--- src/hw/rtl/base64url_stream_encoder_top_assert.svh ---
// assertion macros used by the encoder queue rtl
`ifndef BASE64URL_STREAM_ENCODER_TOP_ASSERT_SVH
`define BASE64URL_STREAM_ENCODER_TOP_ASSERT_SVH

// condition must never hold outside reset
`define B64U_ASSERT_NEVER(lbl, clk, rst_n, cond, msg) \
	lbl: assert property (@(posedge clk) disable iff (!rst_n) !(cond)) else $error(msg);

// antecedent implies consequent on the next cycle
`define B64U_ASSERT_NEXT(lbl, clk, rst_n, ante, cons, msg) \
	lbl: assert property (@(posedge clk) disable iff (!rst_n) (ante) |=> (cons)) else $error(msg);

`endif

--- src/hw/rtl/b64u_pkg.sv ---
package b64u_pkg;

	// input word
	typedef struct packed {
		logic [7:0] data_byte;
		logic       end_of_message;
	} item_t;

	// result word
	typedef struct packed {
		logic [6:0] code_char;
		logic       last_char;
	} result_t;

	// position inside a three-byte group
	typedef enum logic [1:0] {
		PHASE_0 = 2'd0,
		PHASE_1 = 2'd1,
		PHASE_2 = 2'd2
	} phase_t;

	// one classified byte: one or two sextets to emit
	typedef struct packed {
		logic [5:0] sextet0;
		logic [5:0] sextet1;
		logic       two;
		logic       last;
	} job_t;

	// queue status toward front and back
	typedef struct packed {
		logic full;
		logic empty;
	} q_stat_t;

	localparam logic [5:0] NUM_UPPER = 6'd26;
	localparam logic [5:0] NUM_ALPHA = 6'd52;
	localparam logic [5:0] NUM_ALNUM = 6'd62;
	localparam logic [5:0] SEXT_DASH = 6'd62;
	localparam logic [6:0] CHAR_UPPER_A = 7'h41;
	localparam logic [6:0] CHAR_LOWER_A = 7'h61;
	localparam logic [6:0] CHAR_ZERO = 7'h30;
	localparam logic [6:0] CHAR_DASH = 7'h2d;
	localparam logic [6:0] CHAR_UNDER = 7'h5f;

	// url-safe alphabet lookup
	function automatic logic [6:0] sextet_to_ascii(input logic [5:0] s);
		logic [6:0] c;
		if (s < NUM_UPPER) begin
			c = CHAR_UPPER_A + {1'b0, s};
		end else if (s < NUM_ALPHA) begin
			c = CHAR_LOWER_A + {1'b0, s - NUM_UPPER};
		end else if (s < NUM_ALNUM) begin
			c = CHAR_ZERO + {1'b0, s - NUM_ALPHA};
		end else if (s == SEXT_DASH) begin
			c = CHAR_DASH;
		end else begin
			c = CHAR_UNDER;
		end
		return c;
	endfunction

endpackage

--- src/hw/rtl/base64url_stream_encoder_top.sv ---
// a byte taken is written to the job queue, then its first character is loaded
// into the output register; one character per cycle leaves that register while
// pop is asserted and the queue holds a job; each byte gives one or two characters
// the job queue between byte splitter and character emitter absorbs stalls
// reset: arst_n low clears phase, queue and output valid at once; no clearing pass
module base64url_stream_encoder_top import b64u_pkg::*; #(
	parameter int QDEPTH = 2
) (
	input  logic    clk,
	input  logic    arst_n,
	input  logic    push,
	output logic    full,
	input  item_t   item,
	output logic    empty,
	input  logic    pop,
	output result_t result
);

	job_t    front_job;
	job_t    head_job;
	q_stat_t q_stat;
	logic    take;
	logic    deq;

	// accept a word when the queue has room
	assign full = q_stat.full;
	assign take = push && !q_stat.full;

	b64u_front u_front (
		.clk    (clk),
		.arst_n (arst_n),
		.take   (take),
		.item   (item),
		.job    (front_job)
	);

	b64u_queue #(
		.DEPTH (QDEPTH)
	) u_queue (
		.clk    (clk),
		.arst_n (arst_n),
		.wr     (take),
		.wr_job (front_job),
		.rd     (deq),
		.rd_job (head_job),
		.stat   (q_stat)
	);

	b64u_back u_back (
		.clk    (clk),
		.arst_n (arst_n),
		.job    (head_job),
		.stat   (q_stat),
		.deq    (deq),
		.pop    (pop),
		.empty  (empty),
		.result (result)
	);

endmodule

--- src/hw/rtl/b64u_queue.sv ---
`include "base64url_stream_encoder_top_assert.svh"

module b64u_queue import b64u_pkg::*; #(
	parameter int DEPTH = 2
) (
	input  logic    clk,
	input  logic    arst_n,
	input  logic    wr,
	input  job_t    wr_job,
	input  logic    rd,
	output job_t    rd_job,
	output q_stat_t stat
);

	localparam int PW = $clog2(DEPTH);
	localparam int CW = $clog2(DEPTH + 1);

	job_t          slot_q [DEPTH];
	logic [PW-1:0] wptr_q;
	logic [PW-1:0] rptr_q;
	logic [CW-1:0] cnt_q;
	logic          do_wr;
	logic          do_rd;

	// status and guarded strobes
	assign stat.full  = (cnt_q == CW'(DEPTH));
	assign stat.empty = (cnt_q == '0);
	assign do_wr = wr && !stat.full;
	assign do_rd = rd && !stat.empty;
	assign rd_job = slot_q[rptr_q];

	// storage
	always_ff @(posedge clk) begin
		if (do_wr) begin
			slot_q[wptr_q] <= wr_job;
		end
	end

	// pointers and fill count
	always_ff @(posedge clk or negedge arst_n) begin
		if (!arst_n) begin
			wptr_q <= '0;
			rptr_q <= '0;
			cnt_q  <= '0;
		end else begin
			if (do_wr) begin
				wptr_q <= (wptr_q == PW'(DEPTH - 1)) ? '0 : wptr_q + 1'b1;
			end
			if (do_rd) begin
				rptr_q <= (rptr_q == PW'(DEPTH - 1)) ? '0 : rptr_q + 1'b1;
			end
			if (do_wr && !do_rd) begin
				cnt_q <= cnt_q + 1'b1;
			end else if (do_rd && !do_wr) begin
				cnt_q <= cnt_q - 1'b1;
			end
		end
	end

	`B64U_ASSERT_NEVER(a_cnt_bound, clk, arst_n, cnt_q > CW'(DEPTH), "queue count over depth")
	`B64U_ASSERT_NEXT(a_cnt_inc, clk, arst_n, do_wr && !do_rd, cnt_q == $past(cnt_q) + 1'b1, "queue count did not rise")
	`B64U_ASSERT_NEXT(a_cnt_dec, clk, arst_n, do_rd && !do_wr, cnt_q == $past(cnt_q) - 1'b1, "queue count did not fall")

endmodule

--- src/hw/rtl/b64u_front.sv ---
module b64u_front import b64u_pkg::*; (
	input  logic  clk,
	input  logic  arst_n,
	input  logic  take,
	input  item_t item,
	output job_t  job
);

	phase_t     phase_q;
	logic [3:0] left_q;
	phase_t     phase_d;
	logic [3:0] left_d;

	// split the byte into sextets for the current phase
	always_comb begin
		job     = '0;
		phase_d = PHASE_0;
		left_d  = '0;
		unique case (phase_q)
			PHASE_1: begin
				job.sextet0 = {left_q[1:0], item.data_byte[7:4]};
				if (item.end_of_message) begin
					job.sextet1 = {item.data_byte[3:0], 2'b00};
					job.two     = 1'b1;
					job.last    = 1'b1;
				end else begin
					phase_d = PHASE_2;
					left_d  = item.data_byte[3:0];
				end
			end
			PHASE_2: begin
				job.sextet0 = {left_q, item.data_byte[7:6]};
				job.sextet1 = item.data_byte[5:0];
				job.two     = 1'b1;
				job.last    = item.end_of_message;
			end
			default: begin
				job.sextet0 = item.data_byte[7:2];
				if (item.end_of_message) begin
					job.sextet1 = {item.data_byte[1:0], 4'b0000};
					job.two     = 1'b1;
					job.last    = 1'b1;
				end else begin
					phase_d = PHASE_1;
					left_d  = {2'b00, item.data_byte[1:0]};
				end
			end
		endcase
	end

	// group phase and leftover bits
	always_ff @(posedge clk or negedge arst_n) begin
		if (!arst_n) begin
			phase_q <= PHASE_0;
			left_q  <= '0;
		end else if (take) begin
			phase_q <= phase_d;
			left_q  <= left_d;
		end
	end

endmodule

--- src/hw/rtl/b64u_back.sv ---
module b64u_back import b64u_pkg::*; (
	input  logic    clk,
	input  logic    arst_n,
	input  job_t    job,
	input  q_stat_t stat,
	output logic    deq,
	input  logic    pop,
	output logic    empty,
	output result_t result
);

	logic    sel_q;
	logic    out_valid_q;
	result_t out_q;
	logic    load;
	logic    end_of_job;
	logic [5:0] cur_sextet;

	// pick the next character of the head word
	assign load       = !stat.empty && (!out_valid_q || pop);
	assign end_of_job = sel_q || !job.two;
	assign deq        = load && end_of_job;
	assign cur_sextet = sel_q ? job.sextet1 : job.sextet0;

	// output register and character select
	always_ff @(posedge clk or negedge arst_n) begin
		if (!arst_n) begin
			sel_q       <= 1'b0;
			out_valid_q <= 1'b0;
		end else begin
			if (load) begin
				out_valid_q <= 1'b1;
				sel_q       <= !end_of_job;
			end else if (pop) begin
				out_valid_q <= 1'b0;
			end
		end
	end

	// character payload
	always_ff @(posedge clk) begin
		if (load) begin
			out_q.code_char <= sextet_to_ascii(cur_sextet);
			out_q.last_char <= job.last && end_of_job;
		end
	end

	assign empty  = !out_valid_q;
	assign result = out_q;

endmodule
--- config.mk ---
export PLATFORM = sky130hd
export DESIGN_NAME = base64url_stream_encoder_top
export DESIGN_NICKNAME = d
export VERILOG_FILES = /design/src/hw/rtl/b64u_pkg.sv /design/src/hw/rtl/base64url_stream_encoder_top.sv /design/src/hw/rtl/b64u_queue.sv /design/src/hw/rtl/b64u_front.sv /design/src/hw/rtl/b64u_back.sv
export VERILOG_INCLUDE_DIRS = /design/src /design/src/hw/rtl
export SDC_FILE = /design/constraint.sdc
export NUM_CORES = 1
export LEC_CHECK = 0
export ABC_AREA = 1
export BUFFER_PORTS_ARGS = -buffer_cell sky130_fd_sc_hd__buf_2
export CAP_MARGIN = 20
export CORE_ASPECT_RATIO = 2
export CORE_UTILIZATION = 40
export DETAILED_ROUTE_END_ITERATION = 10
export RECOVER_POWER = 25
export SETUP_SLACK_MARGIN = 0.5
export SKIP_LAST_GASP = 1
export SLEW_MARGIN = 20
export SYNTH_ARGS = -nofsm -noshare
export SYNTH_HDL_FRONTEND = slang
export SYNTH_HIERARCHICAL = 1
export SYNTH_SLANG_ARGS = --single-unit
--- constraint.sdc ---
create_clock -name clk -period 2.49 [get_ports clk]
set_clock_uncertainty 0.15 [all_clocks]
set_input_delay 0 -clock clk [delete_from_list [all_inputs] [get_ports clk]]
set_output_delay 0 -clock clk [all_outputs]
set_load 0.005 [all_outputs]
* Yosys cells after proc, flatten, opt, wreduce, memory -nomap -nowiden
Memories as Yosys holds them, arrays and structs flattened. Cells that the tools add are included.
Storage, ports and cells: register bits 20, bits in writable memories 28, bits of input ports 13, memories 1
Cells by class: add/sub/neg operators 9, $lt $le $gt $ge 3, equal/unequal tests 4, multiplexer cells 22, reductions and logical operators 20
Memories:
- u_queue.slot_q | words 2, bits a word 14, read ports 1, clocked after memory_dff 0, write ports 1, RTL line b64u_queue.sv:18 | job_t slot_q [DEPTH];
Operator list (count):
- 2-to-1 mux 7 bit | 4
- one-hot mux 14 bit (2 select lines) | 1
- 2-to-1 mux 8 bit | 2
- adder 7 x 6 -> 7 bit, first input constant | 2
- < comparator 6 bit, second input constant | 2
- logical AND 1 bit | 8
- 2-to-1 mux 2 bit | 4
- one-hot mux 4 bit (2 select lines) | 1
- adder 6 x 6 -> 7 bit, first input constant | 1
- logical NOT 1 bit | 7
- 2-to-1 mux 1 bit | 7
- equality test 6 bit, second input constant | 1
- < comparator 6 x 5 -> 1 bit, second input constant | 1
- 2-to-1 mux 6 bit | 1
- subtractor 6 x 5 -> 6 bit, second input constant | 1
- subtractor 6 bit, second input constant | 1
- equality test 2 bit, second input constant | 2
- 2-to-1 mux 4 bit | 1
- one-hot mux 2 bit (2 select lines) | 1
- nonzero test 2 bit | 2
- adder 1 bit, second input constant | 2
- adder 2 x 1 -> 2 bit, second input constant | 1
- equality test 2 x 1 -> 1 bit, second input constant | 1
- logical NOT 2 bit | 1
- other kinds (2) | 3

* Longest topological paths before layout
Gate-level depths: netlist (run 1).
word-level depth 8, depth in mapped cells 18

* By module
Netlist (run 1), hierarchy kept.
Modules (own cells, without submodules):
- b64u_queue | instances 1, cells an instance 105, area each 1256.2 µm², sequential area each 940.9 µm²
- b64u_back | instances 1, cells an instance 142, area each 1083.5 µm², sequential area each 290.3 µm²
- b64u_front | instances 1, cells an instance 105, area each 604.3 µm², sequential area each 150.1 µm²
- base64url_stream_encoder_top | instances 1, cells an instance 2, area each 10.0 µm², sequential area each 0.0 µm²

* Least setup slack after synthesis (run 1)
OpenSTA, ideal clock, no wires.
path kind reg2reg, start point register u_queue.rptr_q, end point register u_back.out_q (netlist bit u_back/result[6]), data pin, library setup time 249 ps, arrival time 2127 ps, data required time 2091 ps, path slack -36 ps, stages on the path, launching flop included 15, path buffers 2, clock period less this slack 2526 ps, path through dfrtp_1 -> clkbuf_2 -> buf_4 -> nand2_1 -> nand2_1 -> or2_2 -> o21ai_2 -> ha_1 -> xor2_1 -> ha_1 -> nand2_1 -> nand3_1 -> nand3_1 -> nand2_1 -> inv_1
RTL lines:
- start: declaration | RTL line b64u_queue.sv:20 | logic [PW-1:0] rptr_q;
- start signal: assignment | RTL line b64u_queue.sv:50 | rptr_q <= (rptr_q == PW'(DEPTH - 1)) ? '0 : rptr_q + 1'b1;
- end: declaration | RTL line b64u_back.sv:14 | result_t out_q;

==> results of run 1 <==
## critical path, stage by stage (launching register included)
cell	delay, ns
sky130_fd_sc_hd__dfrtp_2	0.47
sky130_fd_sc_hd__buf_6	0.16
sky130_fd_sc_hd__nand2_2	0.04
sky130_fd_sc_hd__nand2_1	0.04
sky130_fd_sc_hd__or2_4	0.23
sky130_fd_sc_hd__o21ai_4	0.14
sky130_fd_sc_hd__inv_2	0.10
sky130_fd_sc_hd__buf_4	0.16
sky130_fd_sc_hd__ha_1	0.19
sky130_fd_sc_hd__inv_1	0.06
sky130_fd_sc_hd__nor2_2	0.07
sky130_fd_sc_hd__nand3_1	0.08
sky130_fd_sc_hd__nand2_1	0.08
sky130_fd_sc_hd__nand2_1	0.07
sky130_fd_sc_hd__inv_1	0.03
## per-layer routing
| layer | part of all wire (%) | routed length [µm] |
|---|---|---|
| met5 | 0 | 0 |
| met4 | 5.8 | 373 |
| met3 | 2.0 | 126 |
| met1 | 30 | 1960 |
| met2 | 62 | 3980 |
## area by class of cell
cell class / count / area (µm²)
clock buffer: 6 / 129
clock inverter: 2 / 60.1
fill: 652 / 3370
inverter: 47 / 196
multi-input combinational: 251 / 1510
sequential: 48 / 1380
tap: 92 / 115
timing repair buffer: 61 / 448
timing repair inverter: 1 / 7.51
## metrics by stage
step	setup slack [ns]	power [mW]	hold WS, ns
after floorplan	0.224	3.91	-0.446
after global placement	0.165	4.53	-0.239
after detailed placement	0.136	4.57	-0.240
after CTS	0.211	5.93	0.301
after global routing	0.0480	6.70	0.327
final	0.182	6.20	0.308
## registers in the layout, summed over array words and instances (netlist names), 2 cells and up
name / count
u_queue/cnt_q: 2
u_back/result: 8
u_front/phase_q: 2
u_front/left_q: 4
u_queue/slot_q: 28
## path summary, 6_finish.rpt
| kind | to | slack (ns) | cells past startpoint |
|---|---|---|---|
| worst max-delay path | u_back/result[6] | 0.18 | 14 |
| worst min-delay path | u_back/out_valid_q | 0.31 | 3 |
| worst max register to register | u_back/result[6] | 0.18 | 14 |
| worst min register to register | u_queue/wptr_q | 0.33 | 2 |
| max in group asynchronous | u_queue/rptr_q | 1.10 | 3 |
| min in group asynchronous | u_queue/cnt_q[0] | 0.65 | 3 |
## kinds of logic (layout without fill, tap and decap cells)
kind of cell               count (synthesis)  in the layout  synth area share, %
adders and majority gates                 14             14                 5.93
and+or+nand+nor                          202            202                 31.0
buffers and inverters                     55            117                 8.85
AOI/OAI and AO/OA                         28             28                 5.34
DFF                                       48             48                 46.8
xor gates and xnor gates                   7              7                 2.08
## cell usage after synthesis (2+ instances only)
library cell               instances
sky130_fd_sc_hd__nand2_1         140
sky130_fd_sc_hd__inv_1            38
sky130_fd_sc_hd__edfxtp_1         36
sky130_fd_sc_hd__nor2_1           18
sky130_fd_sc_hd__nand3_1          17
sky130_fd_sc_hd__ha_1             14
sky130_fd_sc_hd__dfrtp_1          12
sky130_fd_sc_hd__o21ai_0          10
sky130_fd_sc_hd__a21oi_1           9
sky130_fd_sc_hd__nand2_4           7
sky130_fd_sc_hd__inv_2             5
sky130_fd_sc_hd__nand2_2           5
sky130_fd_sc_hd__nor2_2            5
sky130_fd_sc_hd__buf_6             4
sky130_fd_sc_hd__o21ai_1           4
sky130_fd_sc_hd__xor2_1            4
sky130_fd_sc_hd__inv_4             3
sky130_fd_sc_hd__nand4_1           3
sky130_fd_sc_hd__xnor2_1           3
sky130_fd_sc_hd__a21oi_2           2
sky130_fd_sc_hd__buf_4             2
sky130_fd_sc_hd__nor2_8            2
sky130_fd_sc_hd__o21ai_2           2
## what timing repair did
item | CTS | global route
setup buffers | 13 | 5
endpoints found under the hold margin | 44 | 0
hold buffers | 13 | 0
pin swaps | 19 | 17
setup endpoints to repair | 9 | 9
cloned | 2 | 0
gates resized for setup | 30 | 18
## power by group
group,internal [mW],leakage (nW),switching [mW]
registers,1.31,0.490,0.141
logic,1.59,1.22,2.31
clock network,0.575,0.0911,0.275
total,3.47,1.80,2.73
==> reports/metrics.cfg, run 1 <==
[outcome]
outcome=finished clean

[global_routing]
grt_util_met2_pct=39.0
globalRouteMet1Util_pct=11.9
grt_max_degree=16
globalRouteTotalUtil_pct=17.7
overflow=0
first_global_vias=2373
globalRouteMet3Util_pct=2.68
grt_first_pass_wirelength_mm=10.2
grt_most_used_layer=met2
antenna_found_initial=0

[power]
leakagePower_nw=1.80
power_density_cells_nw_per_um2=1610
irDropWorstVdd_uv=806

[synthesis]
netlist_instances=354
synth_enable_flop_cells=36
yosysUniqueCellTypes=32
synth_top_area_share_pct=36.6
synth_top_flop_cell=sky130_fd_sc_hd__edfxtp_1
synth-seq-cells=48
syn_area_per_cell_um2=8.34
seq_area_frac_synth_pct=46.8
synth_area_leaders=sky130_fd_sc_hd__edfxtp_1 37%, sky130_fd_sc_hd__nand2_1 18%, sky130_fd_sc_hd__dfrtp_1 10%, sky130_fd_sc_hd__ha_1 5.9%, sky130_fd_sc_hd__inv_1 4.8%
synth.cell_area_um2=2950
synth_fp_nets=381
synth_area_leader_cell=sky130_fd_sc_hd__edfxtp_1
yosysWarnings=6
asyncSetResetFlopFracSynth_pct=25.0

[die]
ioPinCount=23
die-area_um2=7750
die_x_um=62.8
start_util_pct=41.0
fp-row-count=44
fp.coreArea_um2=7210
dieHeight_um=124

[route]
drt_pre_antenna_iters=4
wl_per_cell_um=12.7
route.detailed.drc=0
drtAntennaViolNets=0
first_iter_violations=59
via_per_inst=4.69
drt_wl_total_mm=6.44
route.vias.total=2383

[layout]
post_layout_nonfiller_instances=508
most_frequent_cells_in_the_layout=130 x sky130_fd_sc_hd__nand2_1, 36 x sky130_fd_sc_hd__edfxtp_1, 31 x sky130_fd_sc_hd__inv_1
post-route-cell-area_um2=3850
n_antenna_cell=0
areaGrowthSynthToFinish_pct=30.2
post_route_cells_drive_above_1_share_pct=28.8
final_common_cell=sky130_fd_sc_hd__nand2_1
utilization_pct=53.3
finalNetCount=442

[worst_setup_path]
crit_path_max_fanout=7
cp_data_arrival_time_ns=2.21
criticalPathCategory=flop to flop
cp_data_required_time_ns=2.39
cp-end-kind=flop
worstSetupStartpoint=u_queue/rptr_q
rr_startpoint=u_queue/rptr_q
worstSetupStartpointType=flop

[clock_network]
cts_tree=yes
clock_sink_count=48
clock_pin_slew_of_the_registers_on_the_worst_case_setup_and_hold_paths_ns=0.06
clk_path_buf_depth=2
clockRootBuffer=sky130_fd_sc_hd__clkbuf_16
clock_tree.htree_level_count=2
clk_latency_ns=0.29
cts_buffers=5

[job]
cap_viol_max_count=0

[timing]
pins_over_their_slew_limit=0
worstMarginPinSlew_ns=0.631
setup_repair_after_global_routing_missed_its_margin=true
setup_viol=0
finalCritPeriodShare_pct=92.7
achievable-frequency_mhz=433
timing.max_slew.rel_slack_pct=57.8
period_minus_slack_ns=2.31
timing.setup.tns_ns=0
hold_viol=0

[placed_design]
globalplace.congestion=0.903
dp.cells=467
dpl.hpwl_mm=4.84
placed_standard_cell_area_um2=3230
portBuffers=22

[min_path]
timing.hold.worst.start=pop
min-delay-path-class=input port to flop

(Power assumes the default switching activity.)
==> run 2, diff against run 1 <==
Settings changed: ABC_AREA 1 to default, BUFFER_PORTS_ARGS -buffer_cell sky130_fd_sc_hd__buf_2 to default, DONT_BUFFER_PORTS from default to 1.
==> run 2 against run 1 <==
The run now ends with negative hold slack, negative setup slack left. Synthesized area is 5.1% lower. Via count fell by 17%. Routed wire length fell by 11%. Flip-flop and latch count stayed put. Cell count fell by 26%. Register-to-register slack worse by 0.31 ns. First-iteration DRC count fell by 12%. Count of clock-buffer cells in the layout decreased by 1. Clock power is 21% lower. Critical path type unchanged. Largest cell class unchanged.
==> reports/metrics.cfg, run 2 <==
[outcome]
outcome=complete, but fails checks  ; was finished clean
violations=negative hold slack, negative setup slack

[timing]
finalCritPeriodShare_pct=105  ; was 92.7%
hold_viol=2  ; was 0
post-route-worst-setup-slack_ns=-0.127  ; was 0.182 ns
achievable-frequency_mhz=382  ; was 433 MHz
worst_hold_slack_ns=-0.000336  ; was 0.308 ns
pins_over_their_slew_limit=0  ; unchanged
setup_repair_after_global_routing_missed_its_margin=true  ; unchanged
setup_viol=5  ; was 0
period_minus_slack_ns=2.62  ; was 2.31 ns
timing.max_slew.rel_slack_pct=59.8  ; was 57.8%
worstMarginPinSlew_ns=0.602  ; was 0.631 ns

[global_routing]
globalRouteTotalUtil_pct=17.7  ; about the same
antenna_found_initial=0  ; unchanged
grt_first_pass_wirelength_mm=9.31  ; was 10.2 mm
overflow=0  ; unchanged
grt_max_degree=25  ; was 16
first_global_vias=2040  ; was 2373

[synthesis]
synth_enable_flop_cells=36  ; unchanged
synth.top_cells.by_count=36 x sky130_fd_sc_hd__edfxtp_1, 19 x sky130_fd_sc_hd__nand2_1, 16 x sky130_fd_sc_hd__inv_1  ; was 140 x sky130_fd_sc_hd__nand2_1, 38 x sky130_fd_sc_hd__inv_1, 36 x sky130_fd_sc_hd__edfxtp_1
yosysWarnings=6  ; unchanged
synth_area_leaders=sky130_fd_sc_hd__edfxtp_1 39%, sky130_fd_sc_hd__dfrtp_1 11%, sky130_fd_sc_hd__ha_1 6.2%, sky130_fd_sc_hd__mux2_4 5.4%, sky130_fd_sc_hd__mux2_2 3.6%  ; was sky130_fd_sc_hd__edfxtp_1 37%, sky130_fd_sc_hd__nand2_1 18%, sky130_fd_sc_hd__dfrtp_1 10%, sky130_fd_sc_hd__ha_1 5.9%, sky130_fd_sc_hd__inv_1 4.8%
synth_top_flop_cell=sky130_fd_sc_hd__edfxtp_1  ; unchanged
synth_fp_nets=263  ; was 381
synth_area_leader_cell=sky130_fd_sc_hd__edfxtp_1  ; unchanged
synth.cell_area_um2=2800  ; was 2950 µm²
asyncSetResetFlopFracSynth_pct=25.0  ; unchanged
syn_area_per_cell_um2=11.9  ; was 8.34 µm²
yosys.cell_count.top_type=sky130_fd_sc_hd__edfxtp_1  ; was sky130_fd_sc_hd__nand2_1
netlist_instances=236  ; was 354
synth_top_area_share_pct=38.6  ; was 36.6%
yosysUniqueCellTypes=51  ; was 32
seq_area_frac_synth_pct=49.3  ; was 46.8%
synth-seq-cells=48  ; unchanged

[route]
drt_wl_total_mm=5.72  ; was 6.44 mm
route.vias.total=1968  ; was 2383
route.detailed.drc=0  ; unchanged
drt_pre_antenna_iters=4  ; unchanged
first_iter_violations=52  ; was 59
drtAntennaViolNets=0  ; unchanged
via_per_inst=5.26  ; was 4.69
wl_per_cell_um=15.3  ; was 12.7 µm

[die]
fp-row-count=42  ; was 44
ioPinCount=23  ; unchanged
die-area_um2=7370  ; was 7750 µm²
dieHeight_um=120  ; was 124 µm
die_x_um=61.2  ; was 62.8 µm
start_util_pct=42.0  ; was 41.0%
fp.coreArea_um2=6670  ; was 7210 µm²

[clock_network]
cts_buffers=5  ; unchanged
clk_path_buf_depth=2  ; unchanged
clk_latency_ns=0.29  ; about the same
clock_sink_count=48  ; unchanged
clock_tree.htree_level_count=2  ; unchanged
clock_pin_slew_of_the_registers_on_the_worst_case_setup_and_hold_paths_ns=0.07  ; was 0.06 ns
cts_tree=yes  ; unchanged
clockRootBuffer=sky130_fd_sc_hd__clkbuf_16  ; unchanged

[power]
overall_power_after_layout_mw=5.82  ; was 6.20 mW
power_density_cells_nw_per_um2=1610  ; about the same
irDropWorstVdd_uv=924  ; was 806 µV
leakagePower_nw=1.42  ; was 1.80 nW

[placed_design]
dpl.hpwl_mm=4.41  ; was 4.84 mm
placed_standard_cell_area_um2=3170  ; was 3230 µm²
globalplace.congestion=0.911  ; was 0.903
portBuffers=0  ; was 22

[layout]
n_antenna_cell=0  ; unchanged
top_register=u_queue/slot_q  ; unchanged
post_route_cells_drive_above_1_share_pct=35.0  ; was 28.8%
most_frequent_cells_in_the_layout=36 x sky130_fd_sc_hd__edfxtp_1, 33 x sky130_fd_sc_hd__buf_4, 18 x sky130_fd_sc_hd__nand2_1  ; was 130 x sky130_fd_sc_hd__nand2_1, 36 x sky130_fd_sc_hd__edfxtp_1, 31 x sky130_fd_sc_hd__inv_1
number_of_flip_flops_in_the_largest_register=28  ; unchanged
final_common_cell=sky130_fd_sc_hd__edfxtp_1  ; was sky130_fd_sc_hd__nand2_1
post-route-cell-area_um2=3620  ; was 3850 µm²
areaGrowthSynthToFinish_pct=29.2  ; was 30.2%
finalNetCount=312  ; was 442

[worst_setup_path]
worstSetupStartpointType=flop  ; unchanged
criticalPathCategory=flop to flop  ; unchanged
crit_path_max_fanout=8  ; was 7
cp_data_required_time_ns=2.48  ; was 2.39 ns
cp-end-kind=flop  ; unchanged
cp_data_arrival_time_ns=2.61  ; was 2.21 ns

[min_path]
min-delay-path-class=input port to asynchronous set/reset pin  ; was input port to flop

[job]
cap_viol_max_count=0  ; unchanged

-- run 2: cell types whose count changed after synthesis, sizes merged, moves of 7 or more --
cell   change
inv       -31
nand3     -11
mux2i      +7
nor2      -18
nand2    -133
xnor2      +7
mux2      +19
-- run 2: final cells by class --
| type | instances | area, µm² |
|---|---|---|
| flip-flops and latches | 48 | 1380 |
| fillers | 585 | 3050 |
| well taps | 88 | 110 |
| clock inverters | 3 | 22.5 |
| clock buffers | 5 | 125 |
| repair buffers | 52 | 454 |
| inverters | 16 | 65.1 |
| multi-input cells | 162 | 1460 |
-- run 2: cells by family after synthesis --
| family | Yosys count | share of synthesized area (%) |
|---|---|---|
| adders and majority gates | 14 | 6.25 |
| AOI/OAI and AO/OA | 51 | 12.2 |
| muxes | 26 | 11.9 |
| xor gates and xnor gates | 13 | 4.33 |
| DFF | 48 | 49.3 |
| buffers and inverters | 26 | 4.91 |
| and+or+nand+nor | 58 | 11.2 |
-- run 2: where the power goes --
group,internal [mW],switching (mW)
sequential,1.29,0.152
combinational,1.88,1.82
clock,0.376,0.299
-- run 2: stage by stage --
stage	worst slack (ns)	std cells	util, %	setup TNS, ns	hold slack (ns)
CTS	-0.127	372	53.4	-0.392	0.000203
detailed placement	-0.236	346	47.5	-0.937	-0.445
finish	-0.127	374	54.3	-0.447	-0.000336
floorplan	-0.311	236	-	-0.356	-0.446
global placement	-0.203	346	47.5	-0.774	-0.445
global route	-0.251	374	54.3	-1.06	0.0318
-- run 2: repair_timing --
item	4_1_cts	5_1_grt
hold buffers	12	1
pin swaps	5	2
resized for setup	17	10
hold endpoints to repair	48	2
buffers inserted	6	1
endpoints found under the setup margin	9	12
-- run 2: final timing paths --
path | from | to | slack [ns] | cells after the start
max | u_queue/rptr_q | u_back/result[7] | -0.13 | 10
min | arst_n | u_queue/wptr_q | -0.0003 | 1
max reg2reg | u_queue/rptr_q | u_back/result[7] | -0.13 | 10
min reg2reg | u_queue/wptr_q | u_queue/wptr_q | 0.36 | 1
max in group asynchronous | arst_n | u_queue/rptr_q | 1.77 | 1
min in group clk | pop | u_back/result[0] | 0 | 3
-- run 2: layer usage --
metal  wire length, µm  share of wire (%)  global-route usage (%)
met5                 0                  0                       0
met4               286                5.0                    11.9
met3               138                2.4                    2.46
met1              1910                 33                    14.5
met2              3390                 59                    34.6
-- run 2: worst max-delay path, stage by stage (launching register included) --
cell	delay, ns
sky130_fd_sc_hd__dfrtp_2	0.45
sky130_fd_sc_hd__buf_12	0.15
sky130_fd_sc_hd__mux2_4	0.30
sky130_fd_sc_hd__mux2i_4	0.20
sky130_fd_sc_hd__buf_6	0.17
sky130_fd_sc_hd__ha_2	0.23
sky130_fd_sc_hd__xnor2_1	0.08
sky130_fd_sc_hd__ha_1	0.18
sky130_fd_sc_hd__a211o_1	0.27
sky130_fd_sc_hd__and2_0	0.15
sky130_fd_sc_hd__a2bb2oi_1	0.14
